<file path="config.mk">
export PLATFORM = sky130hd
export DESIGN_NAME = bitbang_i2c_master
export DESIGN_NICKNAME = d
export VERILOG_FILES = /design/src/design/i2cbb_pkg.sv /design/src/design/i2cbb_step.sv /design/src/design/bitbang_i2c_master.sv
export SDC_FILE = /design/constraint.sdc
export NUM_CORES = 1
export LEC_CHECK = 0
export ABC_AREA = 0
export ABC_CLOCK_PERIOD_IN_PS = 2750
export CORE_MARGIN = 3
export CORE_UTILIZATION = 55
export DETAILED_ROUTE_END_ITERATION = 16
export DONT_BUFFER_PORTS = 1
export PLACE_DENSITY = 0.76
export REMOVE_ABC_BUFFERS = 1
export SLEW_MARGIN = 20
export SYNTH_ARGS = -nofsm -noshare
export SYNTH_HDL_FRONTEND = slang
export SYNTH_SLANG_ARGS = --single-unit
</file>
<file path="constraint.sdc">
create_clock -name clk -period 2.75 [get_ports clk]
set_input_delay 0.55 -clock clk [delete_from_list [all_inputs] [get_ports clk]]
set_output_delay 0.55 -clock clk [all_outputs]
set_load 0.02 [all_outputs]
</file>
<file path="src/design/i2cbb_pkg.sv">
// Shared types and constants for the tick-driven I2C bit-bang master.
package i2cbb_pkg;

  localparam int unsigned DLY_W  = 8;
  localparam int unsigned BYTE_W = 8;
  localparam int unsigned BCNT_W = 4;
  localparam int unsigned OP_W   = 3;
  localparam int unsigned CIDX_W = 3;

  // Command codes carried in the op field.
  localparam logic [OP_W-1:0] OP_START = 3'd0;
  localparam logic [OP_W-1:0] OP_STOP  = 3'd1;
  localparam logic [OP_W-1:0] OP_WRITE = 3'd2;
  localparam logic [OP_W-1:0] OP_READ  = 3'd3;
  localparam logic [OP_W-1:0] OP_ACK   = 3'd4;

  // Configuration register indexes.
  localparam logic [CIDX_W-1:0] CFG_SHORT  = 3'd0;
  localparam logic [CIDX_W-1:0] CFG_MEDIUM = 3'd1;
  localparam logic [CIDX_W-1:0] CFG_SETUP  = 3'd2;
  localparam logic [CIDX_W-1:0] CFG_LONG   = 3'd3;

  localparam logic [DLY_W-1:0] RST_SHORT  = 8'd2;
  localparam logic [DLY_W-1:0] RST_MEDIUM = 8'd6;
  localparam logic [DLY_W-1:0] RST_SETUP  = 8'd10;
  localparam logic [DLY_W-1:0] RST_LONG   = 8'd18;

  localparam logic [BCNT_W-1:0] BITS_PER_BYTE = 4'd8;

  typedef enum logic [21:0] {
    PH_IDLE  = 22'h000001,
    PH_S0    = 22'h000002,
    PH_S1    = 22'h000004,
    PH_S2    = 22'h000008,
    PH_S3    = 22'h000010,
    PH_P0    = 22'h000020,
    PH_P1    = 22'h000040,
    PH_P2    = 22'h000080,
    PH_WBIT  = 22'h000100,
    PH_WHI   = 22'h000200,
    PH_WTAIL = 22'h000400,
    PH_WAREL = 22'h000800,
    PH_WAHI  = 22'h001000,
    PH_WALO  = 22'h002000,
    PH_R0    = 22'h004000,
    PH_RLO   = 22'h008000,
    PH_RHI   = 22'h010000,
    PH_RSMP  = 22'h020000,
    PH_REND  = 22'h040000,
    PH_A0    = 22'h080000,
    PH_A1    = 22'h100000,
    PH_A2    = 22'h200000
  } phase_t;

  typedef struct packed {
    logic [DLY_W-1:0] dly_short;
    logic [DLY_W-1:0] dly_medium;
    logic [DLY_W-1:0] dly_setup;
    logic [DLY_W-1:0] dly_long;
  } cfg_t;

  typedef struct packed {
    logic              cmd_valid;
    logic [OP_W-1:0]   op;
    logic [BYTE_W-1:0] wr_data;
    logic              ack_level;
    logic              sda_in;
  } req_t;

  typedef struct packed {
    phase_t            phase;
    logic [DLY_W-1:0]  wait_count;
    logic [BCNT_W-1:0] bit_count;
    logic [BYTE_W-1:0] shift_reg;
    logic [OP_W-1:0]   current_op;
    logic              scl_level;
    logic              sda_level;
    logic              sda_dir;
    logic [BYTE_W-1:0] rx_byte;
  } mach_t;

  typedef struct packed {
    mach_t st;
    logic  done;
  } step_t;

endpackage

</file>
<file path="src/design/i2cbb_step.sv">
// One tick of the I2C bit-bang sequencer: next bus state from current state and request.
module i2cbb_step
  import i2cbb_pkg::*;
(
  input  mach_t st,
  input  req_t  req,
  input  cfg_t  cfg,
  output step_t res
);

  // Sets the pin levels of a step on its first tick and loads its hold time.
  function automatic mach_t enter_step(mach_t s, phase_t p, logic sda_in, cfg_t c);
    mach_t t;
    t = s;
    t.phase = p;
    unique case (p)
      PH_S0:    begin t.sda_level = 1'b1; t.wait_count = c.dly_short;  end
      PH_S1:    begin t.scl_level = 1'b1; t.wait_count = c.dly_long;   end
      PH_S2:    begin t.sda_level = 1'b0; t.wait_count = c.dly_long;   end
      PH_S3:    begin t.scl_level = 1'b0; t.wait_count = c.dly_medium; end
      PH_P0:    begin t.sda_level = 1'b0; t.wait_count = c.dly_short;  end
      PH_P1:    begin t.scl_level = 1'b1; t.wait_count = c.dly_long;   end
      PH_P2:    begin t.sda_level = 1'b1; t.wait_count = c.dly_setup;  end
      PH_WBIT: begin
        // The first data bit follows start with SCL already low.
        if (s.bit_count != '0) t.scl_level = 1'b0;
        t.sda_level  = s.shift_reg[BYTE_W-1];
        t.shift_reg  = {s.shift_reg[BYTE_W-2:0], 1'b0};
        t.bit_count  = s.bit_count + 1'b1;
        t.wait_count = c.dly_short;
      end
      PH_WHI:   begin t.scl_level = 1'b1; t.wait_count = c.dly_long;   end
      PH_WTAIL: begin t.scl_level = 1'b0; t.wait_count = c.dly_medium; end
      PH_WAREL: begin t.sda_level = 1'b1; t.wait_count = c.dly_medium; end
      PH_WAHI:  begin t.scl_level = 1'b1; t.wait_count = c.dly_long;   end
      PH_WALO:  begin t.scl_level = 1'b0; t.wait_count = c.dly_medium; end
      PH_R0: begin
        t.sda_level  = 1'b1;
        t.sda_dir    = 1'b0;
        t.wait_count = c.dly_short;
      end
      PH_RLO:   begin t.scl_level = 1'b0; t.wait_count = c.dly_long;   end
      PH_RHI:   begin t.scl_level = 1'b1; t.wait_count = c.dly_short;  end
      PH_RSMP: begin
        t.shift_reg  = {s.shift_reg[BYTE_W-2:0], sda_in};
        t.bit_count  = s.bit_count + 1'b1;
        t.wait_count = c.dly_short;
      end
      PH_REND:  begin t.scl_level = 1'b0; t.wait_count = c.dly_medium; end
      PH_A0:    begin t.sda_level = s.shift_reg[0]; t.wait_count = c.dly_setup; end
      PH_A1:    begin t.scl_level = 1'b1; t.wait_count = c.dly_long;   end
      PH_A2:    begin t.scl_level = 1'b0; t.wait_count = c.dly_medium; end
      default:  begin t.phase = PH_IDLE; t.wait_count = '0; end
    endcase
    return t;
  endfunction

  function automatic phase_t next_phase(phase_t p, logic [BCNT_W-1:0] bits);
    phase_t n;
    unique case (p)
      PH_S0:    n = PH_S1;
      PH_S1:    n = PH_S2;
      PH_S2:    n = PH_S3;
      PH_P0:    n = PH_P1;
      PH_P1:    n = PH_P2;
      PH_WBIT:  n = PH_WHI;
      PH_WHI:   n = (bits < BITS_PER_BYTE) ? PH_WBIT : PH_WTAIL;
      PH_WTAIL: n = PH_WAREL;
      PH_WAREL: n = PH_WAHI;
      PH_WAHI:  n = PH_WALO;
      PH_R0:    n = PH_RLO;
      PH_RLO:   n = PH_RHI;
      PH_RHI:   n = PH_RSMP;
      PH_RSMP:  n = (bits < BITS_PER_BYTE) ? PH_RLO : PH_REND;
      PH_A0:    n = PH_A1;
      PH_A1:    n = PH_A2;
      default:  n = PH_IDLE;
    endcase
    return n;
  endfunction

  mach_t  base;
  phase_t nx;

  always_comb begin
    base = st;
    nx   = next_phase(st.phase, st.bit_count);
    res.st   = st;
    res.done = 1'b0;
    if (st.phase == PH_IDLE) begin
      // Unknown op codes are dropped and the sequencer stays idle.
      if (req.cmd_valid && (req.op <= OP_ACK)) begin
        base.current_op = req.op;
        base.bit_count  = '0;
        base.shift_reg  = '0;
        unique case (req.op)
          OP_START: res.st = enter_step(base, PH_S0, req.sda_in, cfg);
          OP_STOP:  res.st = enter_step(base, PH_P0, req.sda_in, cfg);
          OP_WRITE: begin
            base.shift_reg = req.wr_data;
            res.st = enter_step(base, PH_WBIT, req.sda_in, cfg);
          end
          OP_READ:  res.st = enter_step(base, PH_R0, req.sda_in, cfg);
          default: begin
            base.shift_reg = {{(BYTE_W-1){1'b0}}, req.ack_level};
            res.st = enter_step(base, PH_A0, req.sda_in, cfg);
          end
        endcase
      end
    end else if (st.wait_count != '0) begin
      res.st.wait_count = st.wait_count - 1'b1;
    end else if (nx == PH_IDLE) begin
      res.st.phase = PH_IDLE;
      res.done     = 1'b1;
      if (st.current_op == OP_READ) begin
        res.st.rx_byte = st.shift_reg;
        res.st.sda_dir = 1'b1;
      end
    end else begin
      res.st = enter_step(st, nx, req.sda_in, cfg);
    end
  end

endmodule

</file>
<file path="src/design/bitbang_i2c_master.sv">
// Top level of the tick-driven I2C bit-bang master: request register, sequencer, result register.
//
//   channel  direction  handshake             payload
//   in_      request    in_valid / in_ready   cmd_valid, op, wr_data, ack_level, sda_in
//   out_     result     out_valid / out_ready scl_out, sda_out, sda_drive, busy_res,
//                                             done_res, rx_data
//   cfg_     write      cfg_we                cfg_index, cfg_wdata
//
// Each request is one tick and yields one result; a new request is taken every cycle
// unless a held result stalls the request register. A request is registered first, then
// passes through the sequencer into the result register. Synchronous reset restores the
// default delays and an idle bus. When out_ready is low the result register holds and
// the request register fills, after which in_ready drops until the result is taken.
module bitbang_i2c_master
  import i2cbb_pkg::*;
(
  input  logic              clk,
  input  logic              rst_n,

  input  logic              in_valid,
  output logic              in_ready,
  input  logic              in_cmd_valid,
  input  logic [OP_W-1:0]   in_op,
  input  logic [BYTE_W-1:0] in_wr_data,
  input  logic              in_ack_level,
  input  logic              in_sda_in,

  output logic              out_valid,
  input  logic              out_ready,
  output logic              out_scl_out,
  output logic              out_sda_out,
  output logic              out_sda_drive,
  output logic              out_busy_res,
  output logic              out_done_res,
  output logic [BYTE_W-1:0] out_rx_data,

  input  logic              cfg_we,
  input  logic [CIDX_W-1:0] cfg_index,
  input  logic [DLY_W-1:0]  cfg_wdata
);

  cfg_t  cfg_r;
  req_t  req_r;
  logic  req_valid_r;
  mach_t st_r;
  step_t step;
  logic  out_valid_r;
  logic  out_done_r;
  logic  out_adv;
  logic  req_adv;

  assign out_adv  = !out_valid_r || out_ready;
  assign req_adv  = req_valid_r && out_adv;
  assign in_ready = !req_valid_r || out_adv;

  i2cbb_step u_step (
    .st  (st_r),
    .req (req_r),
    .cfg (cfg_r),
    .res (step)
  );

  always_ff @(posedge clk) begin
    if (!rst_n) begin
      cfg_r.dly_short  <= RST_SHORT;
      cfg_r.dly_medium <= RST_MEDIUM;
      cfg_r.dly_setup  <= RST_SETUP;
      cfg_r.dly_long   <= RST_LONG;
    end else if (cfg_we) begin
      unique case (cfg_index)
        CFG_SHORT:  cfg_r.dly_short  <= cfg_wdata;
        CFG_MEDIUM: cfg_r.dly_medium <= cfg_wdata;
        CFG_SETUP:  cfg_r.dly_setup  <= cfg_wdata;
        CFG_LONG:   cfg_r.dly_long   <= cfg_wdata;
        default: ;
      endcase
    end
  end

  always_ff @(posedge clk) begin
    if (in_valid && in_ready) begin
      req_r.cmd_valid <= in_cmd_valid;
      req_r.op        <= in_op;
      req_r.wr_data   <= in_wr_data;
      req_r.ack_level <= in_ack_level;
      req_r.sda_in    <= in_sda_in;
    end
  end

  always_ff @(posedge clk) begin
    if (!rst_n) begin
      req_valid_r <= 1'b0;
    end else if (in_valid && in_ready) begin
      req_valid_r <= 1'b1;
    end else if (req_adv) begin
      req_valid_r <= 1'b0;
    end
  end

  always_ff @(posedge clk) begin
    if (!rst_n) begin
      st_r.phase      <= PH_IDLE;
      st_r.wait_count <= '0;
      st_r.bit_count  <= '0;
      st_r.shift_reg  <= '0;
      st_r.current_op <= OP_START;
      st_r.scl_level  <= 1'b1;
      st_r.sda_level  <= 1'b1;
      st_r.sda_dir    <= 1'b1;
      st_r.rx_byte    <= '0;
    end else if (req_adv) begin
      st_r <= step.st;
    end
  end

  always_ff @(posedge clk) begin
    if (!rst_n) begin
      out_valid_r <= 1'b0;
    end else if (req_adv) begin
      out_valid_r <= 1'b1;
    end else if (out_ready) begin
      out_valid_r <= 1'b0;
    end
  end

  always_ff @(posedge clk) begin
    if (req_adv) begin
      out_done_r <= step.done;
    end
  end

  // The pin levels, busy flag and received byte are read straight from the bus state,
  // which only moves when a result is loaded.
  assign out_valid     = out_valid_r;
  assign out_scl_out   = st_r.scl_level;
  assign out_sda_out   = st_r.sda_level;
  assign out_sda_drive = st_r.sda_dir;
  assign out_busy_res  = (st_r.phase != PH_IDLE);
  assign out_done_res  = out_done_r;
  assign out_rx_data   = st_r.rx_byte;

endmodule
</file>
==> results_dict.tcl <==
set metrics [dict create \
    status "complete, no violations" \
    clock_latency_ns 0.38 \
    ir_drop_v 0.0004972 \
    synth_adder_area_share 0.007084 \
    final_cell_mix "nand2_1 (125), dfxtp_1 (87), buf_4 (76), a21oi_1 (66), nor2_1 (56)" \
    cts_buffers 9 \
    syn-cell-area_mm2 0.005299 \
    grt_pass1_wl_um 24360 \
    placementRows 35 \
    synth.avg_cell_area_um2 8.177 \
    viasPerCell 6.028 \
    final_core_util 0.6736 \
    grt_pass1_vias 4843 \
    cap_violations 0 \
    wl_um 14830 \
    synth_edf_count 15 \
    grt_overflow 0 \
    place_congestion 0.9298 \
    worst-setup-path-type "flip-flop to flip-flop" \
    die-area_mm2 0.01085 \
    arrival_ns 2.97 \
    fmax_ghz 0.3698 \
    final_common_cell "nand2_1" \
    nets 730 \
    path_cells "buf_4 > nor4_4 > buf_4 > nand3_1 > nor4b_2 > buf_4 > a2111o_1 > or3_4 > buf_4 > a21oi_1 > nor2_1 > o311a_1" \
    stdcell_count 831 \
    layout-drive-gt1-share 0.1966 \
    dp_hpwl_um 10810 \
    grt_use_total 0.2735 \
    tightest_slew_ns 0.6727 \
    fin_crit_ns 2.704 \
    dp.cells 812 \
    leakage_nw 2.389 \
    slew_headroom 0.5509 \
    synth_ff_type "dfxtp_1" \
    cts_max_path_buffers 2 \
    die_h_um 104.2 \
    synth_seq_cells 105 \
    synthCells 648 \
    synth_cell_types 65 \
    synth_top_family_by_area "simple AND/OR/NAND/NOR gates" \
    drtIter0Drc 389 \
    syn2layout_area_growth_pct 18.02 \
    synthMuxAreaShare 0.03211 \
    first_pass_iters 5 \
    clk_pin_slew_worst_paths_ns 0.12 \
    synth_compound_area_frac 0.1693 \
    min_path_type "primary input to flip-flop" \
    synth_simple_gate_area_frac 0.2985 \
    start_util 0.5708 \
    antenna_found_initial 0 \
    holdBufCountCts 0 \
    ioPinCount 45 \
    wl_per_cell_um 17.84 \
    path_common_cell "buf_4" \
    grt_max_degree 33 \
    crit_fanout 8 \
    seq_area_frac_synth 0.4250 \
    slowest_delay_ns 0.43 \
    endpoint_kind "flip-flop" \
    ant_nets 0 \
    clock-sinks 105 \
    pwr_density_cell_mw_per_mm2 525.4 \
    slew_viol_final 0 \
    synth_xor_area_frac 0.01488 \
    startpoint_type "flip-flop" \
    fp.dieW_um 104.2 \
    clock-root-buffer "clkbuf_8" \
    vias 5009 \
    crit_slowest_cell "a2111o_1" \
    hold_ws_ns 0.2361 \
    core-area_mm2 0.009284 \
    clock_skew_ns 0.02343 \
    setup_violations 0 \
    cts_max_level 3 \
    worstPathRequired_ns 3.02 \
    finalHoldViolations 0 \
    fill_cells 762 \
    diodes 0 \
    cts_tree "built" \
    min_period_over_period 0.9833 \
    route.detailed.drc 0 \
    place.port_buffers 0 \
    yosys_warnings 0 \
    async_flop_share 0 \
]
==> final timing paths <==
path	startpoint	endpoint	slack, ns	cells past startpoint
max	st_r[44]	st_r[32]	0.05	12
min	rst_n	cfg_r[18]	0.24	1
max reg2reg	st_r[44]	st_r[32]	0.05	12
min reg2reg	cfg_r[24]	cfg_r[24]	0.47	2
==> layout make-up <==
class	instances	area [um^2]	share of cell area
repair buffers	80	633.1	0.1012
well taps	129	161.4	0.02581
clock buffers	9	123.9	0.01981
multi-input cells	482	2899	0.4636
inverters	19	72.57	0.01160
clock inverters	7	107.6	0.01721
flip-flops and latches	105	2256	0.3607
==> worst max-delay path: cells and delay by family, from the launching register on <==
family          cells  cell delay [ns]
compound gates      3             0.91
simple gates        5             0.70
flops               1             0.38
buf+inv             4             0.61
==> synthesized netlist by cell type (all sizes together), types with 3 or more instances <==
master	n	area [um^2]
a211oi	13	97.59
a21oi	67	346.6
a221oi	6	52.55
a22oi	8	60.06
and2	4	25.02
buf	17	116.4
clkbuf	25	93.84
dfxtp	90	1802
edfxtp	15	450.4
ha	3	37.54
inv	18	67.56
mux2i	17	170.2
nand2	127	479.2
nand2b	10	62.56
nand3	26	135.1
nand3b	3	22.52
nand4	5	31.28
nand4b	3	32.53
nor2	58	220.2
nor2b	8	50.05
nor3	22	121.4
nor4	15	142.6
nor4b	5	43.79
o21ai	17	85.08
o22ai	3	18.77
o2bb2ai	3	26.28
o311a	4	40.04
or3	9	56.30
or4	11	86.33
xnor2	6	52.55
xor2	3	26.28
==> routing by layer <==
metal | part of all wire | global-route usage | up-vias
li1 | - | - | 2417
met1 | 0.45 | 0.3772 | 2362
met2 | 0.47 | 0.4452 | 202
met3 | 0.073 | 0.05400 | 28
met4 | 0.016 | 0.06268 | 0
met5 | 0 | 0 | -
==> metrics by stage <==
stage	area, um^2	power [mW]	setup TNS (ns)	worst slack, ns
after floorplan	5089	2.014	-12.59	-0.6255
after global placement	5853	2.201	-0.1160	-0.02510
after detailed placement	5853	2.211	-0.7789	-0.05960
after CTS	6121	3.270	0	0.01942
after global routing	6254	3.419	-0.02324	-0.009817
final	6254	3.286	0	0.04583
==> power by group <==
group | internal [mW] | total [mW] | switching, mW
Sequential | 1.61 | 1.65 | 0.0438
Clock | 0.456 | 1.07 | 0.616
Combinational | 0.232 | 0.560 | 0.328
==> flip-flops by register name, summed over array words and instances (netlist names), 8 cells and up <==
register     count
cfg_r           32
out_rx_data      8
req_r           14
st_r            45
==> cells by family after synthesis <==
logic type | count (synthesis)
flip-flops | 105
adder cells (fa/ha/maj) | 3
XOR/XNOR | 9
buffers and inverters | 61
AO/OA/AOI/OAI | 138
multiplexers | 17
AND/OR/NAND/NOR | 315
==> repair_timing <==
item	CTS	global route
buffers inserted	1	2
gates resized for setup	6	25
pin swaps	2	4
endpoints found under the setup margin	26	27
(Power assumes the default switching activity.)
